### src/rtl/drs_pkg.sv
`default_nettype none

package drs_pkg;

   localparam int DEF_QUEUE_DEPTH = 32;
   localparam int DEF_TRACK_BITS  = 16;
   localparam int ID_BITS         = 16;
   localparam int POLICY_BITS     = 3;
   localparam int CSR_DATA_BITS   = 32;
   localparam int CSR_ADDR_BITS   = 2;

   localparam logic [POLICY_BITS-1:0] POL_FIFO  = 3'd0;
   localparam logic [POLICY_BITS-1:0] POL_SSTF  = 3'd1;
   localparam logic [POLICY_BITS-1:0] POL_LOOK  = 3'd2;
   localparam logic [POLICY_BITS-1:0] POL_CLOOK = 3'd3;
   localparam logic [POLICY_BITS-1:0] POL_FLOOK = 3'd4;

   localparam logic OP_ENQUEUE  = 1'b0;
   localparam logic OP_DISPATCH = 1'b1;

   typedef enum logic [1:0] {
      STAT_ENQUEUED   = 2'd0,
      STAT_FULL       = 2'd1,
      STAT_DISPATCHED = 2'd2,
      STAT_EMPTY      = 2'd3
   } status_type;

endpackage

`default_nettype wire

### src/rtl/drs_ram.sv
`default_nettype none

module drs_ram #(
   parameter int WIDTH = 32,
   parameter int DEPTH = 64
) (
   input  wire logic                     clock,
   input  wire logic                     wr_en,
   input  wire logic [$clog2(DEPTH)-1:0] wr_addr,
   input  wire logic [WIDTH-1:0]         wr_data,
   input  wire logic                     rd_en,
   input  wire logic [$clog2(DEPTH)-1:0] rd_addr,
   output logic      [WIDTH-1:0]         rd_data
);

   logic [WIDTH-1:0] mem_ff [DEPTH];
   logic [WIDTH-1:0] rd_data_ff;

   always_ff @(posedge clock) begin
      if (wr_en) begin
         mem_ff[wr_addr] <= wr_data;
      end
      if (rd_en) begin
         rd_data_ff <= mem_ff[rd_addr];
      end
   end

   assign rd_data = rd_data_ff;

endmodule

`default_nettype wire

### src/rtl/drs_scan.sv
`default_nettype none

module drs_scan #(
   parameter int QUEUE_DEPTH = drs_pkg::DEF_QUEUE_DEPTH,
   parameter int TRACK_BITS  = drs_pkg::DEF_TRACK_BITS
) (
   input  wire logic                                  clock,
   input  wire logic                                  start,
   input  wire logic                                  data_valid,
   input  wire logic [$clog2(QUEUE_DEPTH)-1:0]        data_idx,
   input  wire logic [drs_pkg::ID_BITS-1:0]           data_id,
   input  wire logic [TRACK_BITS-1:0]                 data_trk,
   input  wire logic [TRACK_BITS-1:0]                 head,
   input  wire logic [drs_pkg::POLICY_BITS-1:0]       policy,
   input  wire logic                                  sweep_up,
   output logic      [$clog2(QUEUE_DEPTH)-1:0]        pick_idx,
   output logic      [drs_pkg::ID_BITS-1:0]           pick_id,
   output logic      [TRACK_BITS-1:0]                 pick_trk,
   output logic                                       sweep_flip
);

   import drs_pkg::*;

   localparam int IW = $clog2(QUEUE_DEPTH);

   // One running candidate per selection rule; strict compares keep the oldest on ties.
   logic                  first_hit_ff, abs_hit_ff, ge_hit_ff, le_hit_ff, low_hit_ff;
   logic [TRACK_BITS-1:0] abs_dist_ff, ge_dist_ff, le_dist_ff;
   logic [IW-1:0]         first_idx_ff, abs_idx_ff, ge_idx_ff, le_idx_ff, low_idx_ff;
   logic [ID_BITS-1:0]    first_id_ff, abs_id_ff, ge_id_ff, le_id_ff, low_id_ff;
   logic [TRACK_BITS-1:0] first_trk_ff, abs_trk_ff, ge_trk_ff, le_trk_ff, low_trk_ff;

   logic [TRACK_BITS-1:0] d_up, d_dn, d_abs;
   logic                  at_or_above, at_or_below;

   assign d_up        = data_trk - head;
   assign d_dn        = head - data_trk;
   assign at_or_above = data_trk >= head;
   assign at_or_below = data_trk <= head;
   assign d_abs       = at_or_above ? d_up : d_dn;

   always_ff @(posedge clock) begin
      if (start) begin
         first_hit_ff <= 1'b0;
         abs_hit_ff   <= 1'b0;
         ge_hit_ff    <= 1'b0;
         le_hit_ff    <= 1'b0;
         low_hit_ff   <= 1'b0;
      end else if (data_valid) begin
         if (!first_hit_ff) begin
            first_hit_ff <= 1'b1;
            first_idx_ff <= data_idx;
            first_id_ff  <= data_id;
            first_trk_ff <= data_trk;
         end
         if (!abs_hit_ff || d_abs < abs_dist_ff) begin
            abs_hit_ff  <= 1'b1;
            abs_dist_ff <= d_abs;
            abs_idx_ff  <= data_idx;
            abs_id_ff   <= data_id;
            abs_trk_ff  <= data_trk;
         end
         if (at_or_above && (!ge_hit_ff || d_up < ge_dist_ff)) begin
            ge_hit_ff  <= 1'b1;
            ge_dist_ff <= d_up;
            ge_idx_ff  <= data_idx;
            ge_id_ff   <= data_id;
            ge_trk_ff  <= data_trk;
         end
         if (at_or_below && (!le_hit_ff || d_dn < le_dist_ff)) begin
            le_hit_ff  <= 1'b1;
            le_dist_ff <= d_dn;
            le_idx_ff  <= data_idx;
            le_id_ff   <= data_id;
            le_trk_ff  <= data_trk;
         end
         if (!low_hit_ff || data_trk < low_trk_ff) begin
            low_hit_ff <= 1'b1;
            low_idx_ff <= data_idx;
            low_id_ff  <= data_id;
            low_trk_ff <= data_trk;
         end
      end
   end

   logic use_ge;

   always_comb begin
      sweep_flip = 1'b0;
      use_ge     = 1'b0;
      pick_idx   = first_idx_ff;
      pick_id    = first_id_ff;
      pick_trk   = first_trk_ff;
      case (policy)
         POL_SSTF: begin
            pick_idx = abs_idx_ff;
            pick_id  = abs_id_ff;
            pick_trk = abs_trk_ff;
         end
         POL_LOOK, POL_FLOOK: begin
            if (sweep_up) begin
               use_ge     = ge_hit_ff;
               sweep_flip = !ge_hit_ff;
            end else begin
               use_ge     = !le_hit_ff;
               sweep_flip = !le_hit_ff;
            end
            if (use_ge) begin
               pick_idx = ge_idx_ff;
               pick_id  = ge_id_ff;
               pick_trk = ge_trk_ff;
            end else begin
               pick_idx = le_idx_ff;
               pick_id  = le_id_ff;
               pick_trk = le_trk_ff;
            end
         end
         POL_CLOOK: begin
            if (ge_hit_ff) begin
               pick_idx = ge_idx_ff;
               pick_id  = ge_id_ff;
               pick_trk = ge_trk_ff;
            end else begin
               pick_idx = low_idx_ff;
               pick_id  = low_id_ff;
               pick_trk = low_trk_ff;
            end
         end
         default: begin
            pick_idx = first_idx_ff;
            pick_id  = first_id_ff;
            pick_trk = first_trk_ff;
         end
      endcase
   end

endmodule

`default_nettype wire

### src/rtl/disk_request_scheduler.sv
`default_nettype none
// Channel   Handshake                 Payload
// req       req_valid / req_ready     req_operation, req_request_id, req_track,
//                                     req_head_position
// rsp       rsp_valid / rsp_ready     rsp_status, rsp_grant_id, rsp_grant_track
// csr       psel/penable/pwrite/pready paddr, pwdata, prdata (policy register)
//
// An enqueue or an empty dispatch goes from S_IDLE straight to S_DONE, which
// passes the result to the output register once that register is free. A dispatch
// reads every entry once to scan it, then reads each entry after the chosen one
// again to shift it one place lower, all through the single read port of the
// queue memory.
// Reset clears the counts and the policy and sets the sweep direction up; the
// queue memory is not cleared. A request is taken only while no other is in work.

module disk_request_scheduler #(
   parameter int QUEUE_DEPTH = drs_pkg::DEF_QUEUE_DEPTH,
   parameter int TRACK_BITS  = drs_pkg::DEF_TRACK_BITS
) (
   input  wire logic                                clock,
   input  wire logic                                reset,
   input  wire logic                                req_valid,
   output logic                                     req_ready,
   input  wire logic                                req_operation,
   input  wire logic [drs_pkg::ID_BITS-1:0]         req_request_id,
   input  wire logic [TRACK_BITS-1:0]               req_track,
   input  wire logic [TRACK_BITS-1:0]               req_head_position,
   output logic                                     rsp_valid,
   input  wire logic                                rsp_ready,
   output logic      [1:0]                          rsp_status,
   output logic      [drs_pkg::ID_BITS-1:0]         rsp_grant_id,
   output logic      [TRACK_BITS-1:0]               rsp_grant_track,
   input  wire logic                                psel,
   input  wire logic                                penable,
   input  wire logic                                pwrite,
   input  wire logic [drs_pkg::CSR_ADDR_BITS-1:0]   paddr,
   input  wire logic [drs_pkg::CSR_DATA_BITS-1:0]   pwdata,
   output logic      [drs_pkg::CSR_DATA_BITS-1:0]   prdata,
   output logic                                     pready
);

   import drs_pkg::*;

   localparam int IW = $clog2(QUEUE_DEPTH);
   localparam int CW = $clog2(QUEUE_DEPTH + 1);
   localparam int AW = IW + 1;
   localparam int EW = ID_BITS + TRACK_BITS;
   localparam logic [CW-1:0] FULL_COUNT = CW'(QUEUE_DEPTH);

   typedef enum logic [2:0] {
      S_IDLE,
      S_SCAN,
      S_DECIDE,
      S_SHIFT,
      S_DONE
   } state_type;

   state_type             state_ff, state_in;
   logic [POLICY_BITS-1:0] policy_ff, policy_in;
   logic [CW-1:0]         act_count_ff, act_count_in;
   logic [CW-1:0]         pend_count_ff, pend_count_in;
   logic                  bank_ff, bank_in;
   logic                  sweep_up_ff, sweep_up_in;
   logic [TRACK_BITS-1:0] head_ff, head_in;
   logic [CW-1:0]         ptr_ff, ptr_in;
   logic                  tag_valid_ff, tag_valid_in;
   logic [IW-1:0]         tag_idx_ff, tag_idx_in;
   status_type            res_status_ff, res_status_in;
   logic [ID_BITS-1:0]    res_id_ff, res_id_in;
   logic [TRACK_BITS-1:0] res_trk_ff, res_trk_in;
   logic                  rsp_valid_ff, rsp_valid_in;
   logic [1:0]            rsp_status_ff, rsp_status_in;
   logic [ID_BITS-1:0]    rsp_id_ff, rsp_id_in;
   logic [TRACK_BITS-1:0] rsp_trk_ff, rsp_trk_in;

   logic                  ram_we, ram_re;
   logic [AW-1:0]         ram_waddr, ram_raddr;
   logic [EW-1:0]         ram_wdata, ram_rdata;

   logic                  scan_start;
   logic [IW-1:0]         pick_idx;
   logic [ID_BITS-1:0]    pick_id;
   logic [TRACK_BITS-1:0] pick_trk;
   logic                  sweep_flip;

   logic [CW-1:0]         ptr_dec, pick_next, cnt_left, enq_count;
   logic                  enq_pending;
   logic                  csr_write;

   assign csr_write = psel && penable && pwrite && pready;
   assign pready    = 1'b1;
   assign prdata    = (paddr == '0) ? CSR_DATA_BITS'(policy_ff) : '0;

   assign req_ready       = (state_ff == S_IDLE);
   assign rsp_valid       = rsp_valid_ff;
   assign rsp_status      = rsp_status_ff;
   assign rsp_grant_id    = rsp_id_ff;
   assign rsp_grant_track = rsp_trk_ff;

   assign ptr_dec     = ptr_ff - CW'(1);
   assign pick_next   = CW'(pick_idx) + CW'(1);
   assign cnt_left    = act_count_ff - CW'(1);
   assign enq_pending = (policy_ff == POL_FLOOK);
   assign enq_count   = enq_pending ? pend_count_ff : act_count_ff;

   drs_ram #(
      .WIDTH(EW),
      .DEPTH(2 << IW)
   ) u_queue_ram (
      .clock  (clock),
      .wr_en  (ram_we),
      .wr_addr(ram_waddr),
      .wr_data(ram_wdata),
      .rd_en  (ram_re),
      .rd_addr(ram_raddr),
      .rd_data(ram_rdata)
   );

   drs_scan #(
      .QUEUE_DEPTH(QUEUE_DEPTH),
      .TRACK_BITS (TRACK_BITS)
   ) u_scan (
      .clock     (clock),
      .start     (scan_start),
      .data_valid(tag_valid_ff && (state_ff == S_SCAN)),
      .data_idx  (tag_idx_ff),
      .data_id   (ram_rdata[EW-1:TRACK_BITS]),
      .data_trk  (ram_rdata[TRACK_BITS-1:0]),
      .head      (head_ff),
      .policy    (policy_ff),
      .sweep_up  (sweep_up_ff),
      .pick_idx  (pick_idx),
      .pick_id   (pick_id),
      .pick_trk  (pick_trk),
      .sweep_flip(sweep_flip)
   );

   always_comb begin
      state_in      = state_ff;
      policy_in     = csr_write ? pwdata[POLICY_BITS-1:0] : policy_ff;
      act_count_in  = act_count_ff;
      pend_count_in = pend_count_ff;
      bank_in       = bank_ff;
      sweep_up_in   = sweep_up_ff;
      head_in       = head_ff;
      ptr_in        = ptr_ff;
      tag_valid_in  = 1'b0;
      tag_idx_in    = tag_idx_ff;
      res_status_in = res_status_ff;
      res_id_in     = res_id_ff;
      res_trk_in    = res_trk_ff;
      rsp_valid_in  = rsp_valid_ff && !rsp_ready;
      rsp_status_in = rsp_status_ff;
      rsp_id_in     = rsp_id_ff;
      rsp_trk_in    = rsp_trk_ff;
      ram_we        = 1'b0;
      ram_waddr     = {bank_ff, tag_idx_ff};
      ram_wdata     = ram_rdata;
      ram_re        = 1'b0;
      ram_raddr     = {bank_ff, ptr_ff[IW-1:0]};
      scan_start    = 1'b0;

      case (state_ff)
         S_IDLE: begin
            if (req_valid) begin
               res_id_in  = '0;
               res_trk_in = '0;
               head_in    = req_head_position;
               state_in   = S_DONE;
               if (req_operation == OP_ENQUEUE) begin
                  if (enq_count >= FULL_COUNT) begin
                     res_status_in = STAT_FULL;
                  end else begin
                     res_status_in = STAT_ENQUEUED;
                     ram_we        = 1'b1;
                     ram_waddr     = {bank_ff ^ enq_pending, enq_count[IW-1:0]};
                     ram_wdata     = {req_request_id, req_track};
                     if (enq_pending) begin
                        pend_count_in = pend_count_ff + CW'(1);
                     end else begin
                        act_count_in = act_count_ff + CW'(1);
                     end
                  end
               end else if (act_count_ff == '0 &&
                            !(enq_pending && pend_count_ff != '0)) begin
                  res_status_in = STAT_EMPTY;
               end else begin
                  // Under FLOOK an empty active queue takes over the pending one.
                  if (act_count_ff == '0) begin
                     bank_in       = !bank_ff;
                     act_count_in  = pend_count_ff;
                     pend_count_in = '0;
                  end
                  ptr_in     = '0;
                  scan_start = 1'b1;
                  state_in   = S_SCAN;
               end
            end
         end
         S_SCAN: begin
            if (ptr_ff < act_count_ff) begin
               ram_re       = 1'b1;
               tag_valid_in = 1'b1;
               tag_idx_in   = ptr_ff[IW-1:0];
               ptr_in       = ptr_ff + CW'(1);
            end else if (!tag_valid_ff) begin
               state_in = S_DECIDE;
            end
         end
         S_DECIDE: begin
            res_status_in = STAT_DISPATCHED;
            res_id_in     = pick_id;
            res_trk_in    = pick_trk;
            sweep_up_in   = sweep_up_ff ^ sweep_flip;
            ptr_in        = pick_next;
            state_in      = S_SHIFT;
         end
         S_SHIFT: begin
            // Each later entry is read and written back one place lower.
            if (tag_valid_ff) begin
               ram_we = 1'b1;
            end
            if (ptr_ff < act_count_ff) begin
               ram_re       = 1'b1;
               tag_valid_in = 1'b1;
               tag_idx_in   = ptr_dec[IW-1:0];
               ptr_in       = ptr_ff + CW'(1);
            end else if (!tag_valid_ff) begin
               state_in = S_DONE;
               if (enq_pending && cnt_left == '0 && pend_count_ff != '0) begin
                  bank_in       = !bank_ff;
                  act_count_in  = pend_count_ff;
                  pend_count_in = '0;
               end else begin
                  act_count_in = cnt_left;
               end
            end
         end
         S_DONE: begin
            if (!rsp_valid_ff || rsp_ready) begin
               rsp_valid_in  = 1'b1;
               rsp_status_in = res_status_ff;
               rsp_id_in     = res_id_ff;
               rsp_trk_in    = res_trk_ff;
               state_in      = S_IDLE;
            end
         end
         default: begin
            state_in = S_IDLE;
         end
      endcase
   end

   always_ff @(posedge clock) begin
      if (reset) begin
         state_ff      <= S_IDLE;
         policy_ff     <= POL_FIFO;
         act_count_ff  <= '0;
         pend_count_ff <= '0;
         bank_ff       <= 1'b0;
         sweep_up_ff   <= 1'b1;
         tag_valid_ff  <= 1'b0;
         rsp_valid_ff  <= 1'b0;
      end else begin
         state_ff      <= state_in;
         policy_ff     <= policy_in;
         act_count_ff  <= act_count_in;
         pend_count_ff <= pend_count_in;
         bank_ff       <= bank_in;
         sweep_up_ff   <= sweep_up_in;
         tag_valid_ff  <= tag_valid_in;
         rsp_valid_ff  <= rsp_valid_in;
      end
      head_ff       <= head_in;
      ptr_ff        <= ptr_in;
      tag_idx_ff    <= tag_idx_in;
      res_status_ff <= res_status_in;
      res_id_ff     <= res_id_in;
      res_trk_ff    <= res_trk_in;
      rsp_status_ff <= rsp_status_in;
      rsp_id_ff     <= rsp_id_in;
      rsp_trk_ff    <= rsp_trk_in;
   end

   assert property (@(posedge clock) disable iff (reset)
      act_count_ff <= FULL_COUNT && pend_count_ff <= FULL_COUNT)
      else $error("queue count exceeds the queue depth");

   assert property (@(posedge clock) disable iff (reset)
      (req_valid && req_ready) |=> (state_ff != S_IDLE))
      else $error("accepted request left no work in progress");

   assert property (@(posedge clock) disable iff (reset)
      (state_ff == S_SHIFT && tag_valid_ff) |-> (CW'(tag_idx_ff) < cnt_left))
      else $error("shift writes beyond the remaining entries");

   assert property (@(posedge clock) disable iff (reset)
      (state_ff == S_DECIDE) |-> (CW'(pick_idx) < act_count_ff))
      else $error("selected entry lies outside the active queue");

endmodule

`default_nettype wire
### config.mk
export PLATFORM = sky130hd
export DESIGN_NAME = disk_request_scheduler
export DESIGN_NICKNAME = d
export VERILOG_FILES = /design/src/rtl/drs_pkg.sv /design/src/rtl/drs_ram.sv /design/src/rtl/drs_scan.sv /design/src/rtl/disk_request_scheduler.sv
export SDC_FILE = /design/constraint.sdc
export NUM_CORES = 2
export LEC_CHECK = 0
export BUFFER_PORTS_ARGS = -buffer_cell sky130_fd_sc_hd__buf_4
export CAP_MARGIN = 5
export CORE_ASPECT_RATIO = 1.5
export CORE_MARGIN = 3
export CORE_UTILIZATION = 55
export CTS_BUF_LIST = sky130_fd_sc_hd__clkbuf_8
export DETAILED_ROUTE_END_ITERATION = 8
export GPL_ROUTABILITY_DRIVEN = 1
export PLACE_DENSITY = 0.75
export SYNTH_ARGS = -nofsm -noshare
export SYNTH_HDL_FRONTEND = slang
export SYNTH_SLANG_ARGS = --single-unit
### constraint.sdc
create_clock -name clock -period 10.5 [get_ports clock]
set_input_delay 1.05 -clock clock [delete_from_list [all_inputs] [get_ports clock]]
set_output_delay 1.05 -clock clock [all_outputs]
set_load 0.02 [all_outputs]
==> run metrics <==
outcome=finished clean; relative slew slack=11.0%; cell count after synthesis=4802; post-route setup TNS=0 ns; DR DRC count=0; Placed Area=101000 um2; initial antenna violation count=8; ys async rst share=0%; fin nets=5314; ratio of final minimum period to clock period=62.4%; footprint of the multi-input gates=23100 um2; Setup Viol. Count Final=0; clock sinks=2435; TritonCTS clock tree=built; nature of the critical path endpoint=flip-flop; Post-CTS Setup Repair Bufs=0; total number of vias=48400; Hold Crit Class=primary input to flip-flop; Pwr Total=0.0208 W; GR Util All Layers=24.5%; Initial Util=55.6%; largest net degree at the start of global routing=130; Max Clk Rate=0.153 GHz; Yosys reg bits=2435; remaining antenna violation count=0; maximum root-to-sink buffer count=4; wire per inst=28.8 um; Lkg Pwr=34.4 nW; crit path cell chain=inv_1 > ha_1 > inv_1 > fa_1 > a21o_1 > a221oi_1 > o21bai_1 > a211oi_1 > nand2b_1 > mux2_2 > ha_1 > a21o_1 > a21o_1 > a21oi_1 > o21ai_0 > a211oi_1 > nor2_1 > nor3_2 > buf_4; syn avg cell area=20.1 um2; I/O Buffers=99; CTS buffer count=338; Top Ports=159; fillers=11500; Synth Flop Type=edfxtp_1; measured slew at the worst slew-check pin=1.33 ns; Yosys top cell area share=74.7%; Die Y=520 um; GRT overflow=0; GPL Wtd Cong=0.906; worst path required time=11.11 ns; first-pass GRT wire length=327000 um; most frequent cell after synthesis=edfxtp_1; Synth Cell Area=96700 um2; RSZ-0062 raised after global routing=false; core area=174000 um2; layout cells sized above 1=26.4%; yosys warns=0; Clock Pin Slew Worst Setup and Hold Paths=0.07 ns; final wirelength=220000 um; Pre-antenna DRT Iters=5; CTS hold repair buffers=0; sequential cell area=72900 um2; CP Launch Type=flip-flop; Post-synth EDFFs=2408; Area growth syn-to-layout=10.9%; crit path DAT=7.17 ns; H-tree Lvls=5; final instance area=107000 um2; Pins Over Slew Limit=0; IR drop worst, VDD=0.000147 V; Power Density=193 nW/um2; post-synthesis sequential area ratio=75.3%; Period minus WS final=6.55 ns; cell mode on critical path=a21o_1; DR iter-0 viols=5084; DPL Wire Length=127000 um; Final Skew=0.0651 ns; top cells by area, synth=edfxtp_1, mux4_2, ha_1; Commonest cells post-synth=edfxtp_1, mux4_2, nand2_1; leading area contributor after synthesis=edfxtp_1; post-synth cell types=66; Root Driver=clkbuf_8; maximum capacitance violations=0; final hold vios=0; vias in the first global route=50300; CP peak stage delay=0.68 ns; CTS resizes=0; vias per cell=6.34; critical path type=flip-flop to flip-flop; row cnt=187; Slowest cell on crit path=buf_4; Worst-Skew Late Latency=1.03 ns; Die Area=181000 um2; die width=348 um; Worst Path Max Fanout=48
[stage by stage]
stage	hold slack (ns)	worst slack, ns	util [%]	cells
3_3_place_gp	0.402	3.97	58.1	7047
2_1_floorplan	0.400	2.40	-	4830
5_1_grt	0.168	3.47	61.7	7632
6_report	0.224	3.95	61.7	7632
3_5_place_dp	0.405	3.96	58.1	7047
4_1_cts	0.128	3.94	61.7	7630
[where the power goes]
part / switching [W] / internal [W]
sequential: 0.0000691 / 0.0111
clock: 0.00341 / 0.00352
combinational: 0.00168 / 0.000985
[kinds of logic after synthesis]
kind of cell               count (synthesis)  share of synthesized area, %
adders and majority gates                105                          1.37
other                                      2                       0.00776
buffers and inverters                    398                          1.76
AOI/OAI and AO/OA                        489                          3.24
and+or+nand+nor                          664                          3.02
DFF                                     2435                          75.3
muxes                                    664                          14.9
xor gates and xnor gates                  45                         0.407
[per-layer routing]
layer | wire (um) | vias to the layer above | global-route usage, %
met5 | 27 | - | 0
met4 | 8500 | 4 | 9.43
met3 | 17100 | 531 | 4.32
met2 | 116000 | 2430 | 42.6
met1 | 78300 | 25200 | 31.1
li1 | - | 20200 | -
[state kept, by name (all words and copies together), names as in the netlist, 16 cells and up]
signal               flops
res_trk_ff              16
u_scan.abs_dist_ff      16
u_scan.first_id_ff      16
u_scan.le_trk_ff        16
u_scan.first_trk_ff     16
u_scan.le_id_ff         16
head_ff                 16
rsp_grant_track         16
u_scan.abs_id_ff        16
u_scan.abs_trk_ff       16
u_scan.ge_dist_ff       16
u_scan.low_id_ff        16
u_scan.le_dist_ff       16
u_queue_ram.rd_data     32
u_queue_ram.mem_ff    2048
u_scan.ge_id_ff         16
u_scan.low_trk_ff       16
res_id_ff               16
rsp_grant_id            16
u_scan.ge_trk_ff        16
[layout make-up]
class / instances / share of cell area, %
clock buffers: 343 / 4.40
clock inverters: 240 / 1.42
multi-input cells: 1997 / 21.5
flip-flops and latches: 2435 / 67.9
inverters: 113 / 0.395
repair buffers: 234 / 1.73
well taps: 2268 / 2.64
diodes: 2 / 0.00466
[final timing paths]
check                                            start                    to  slack, ns  depth (start not counted)
worst max register to register  u_queue_ram.rd_data[0]  u_scan.abs_idx_ff[4]       3.95                         19
worst min-delay path              req_head_position[9]            head_ff[9]       0.22                          1
worst max-delay path            u_queue_ram.rd_data[0]  u_scan.abs_idx_ff[4]       3.95                         19
worst min register to register          res_trk_ff[14]   rsp_grant_track[14]       0.41                          0
[cells in the final DEF (no fill, tap or decap), drive strengths merged, types with 36 or more instances in the layout]
master,netlist,routed
edfxtp,2408,2408
mux4,618,618
clkbuf,169,343
nand2,322,322
buf,116,234
inv,113,174
nor2,163,163
clkinv,0,150
a21oi,142,142
ha,103,103
o21ai,68,68
a211oi,65,65
nor2b,64,64
a31oi,63,63
o211ai,36,36
[critical path, delay by kind of cell, from the launching register on]
kind	cells	cell delay, ns
flip-flops	1	0.50
AO/OA/AOI/OAI	9	2.17
buffers and inverters	3	0.95
AND/OR/NAND/NOR	3	1.05
adder cells (fa/ha/maj)	3	0.92
multiplexers	1	0.50
Power figures use the tool's default switching activity.
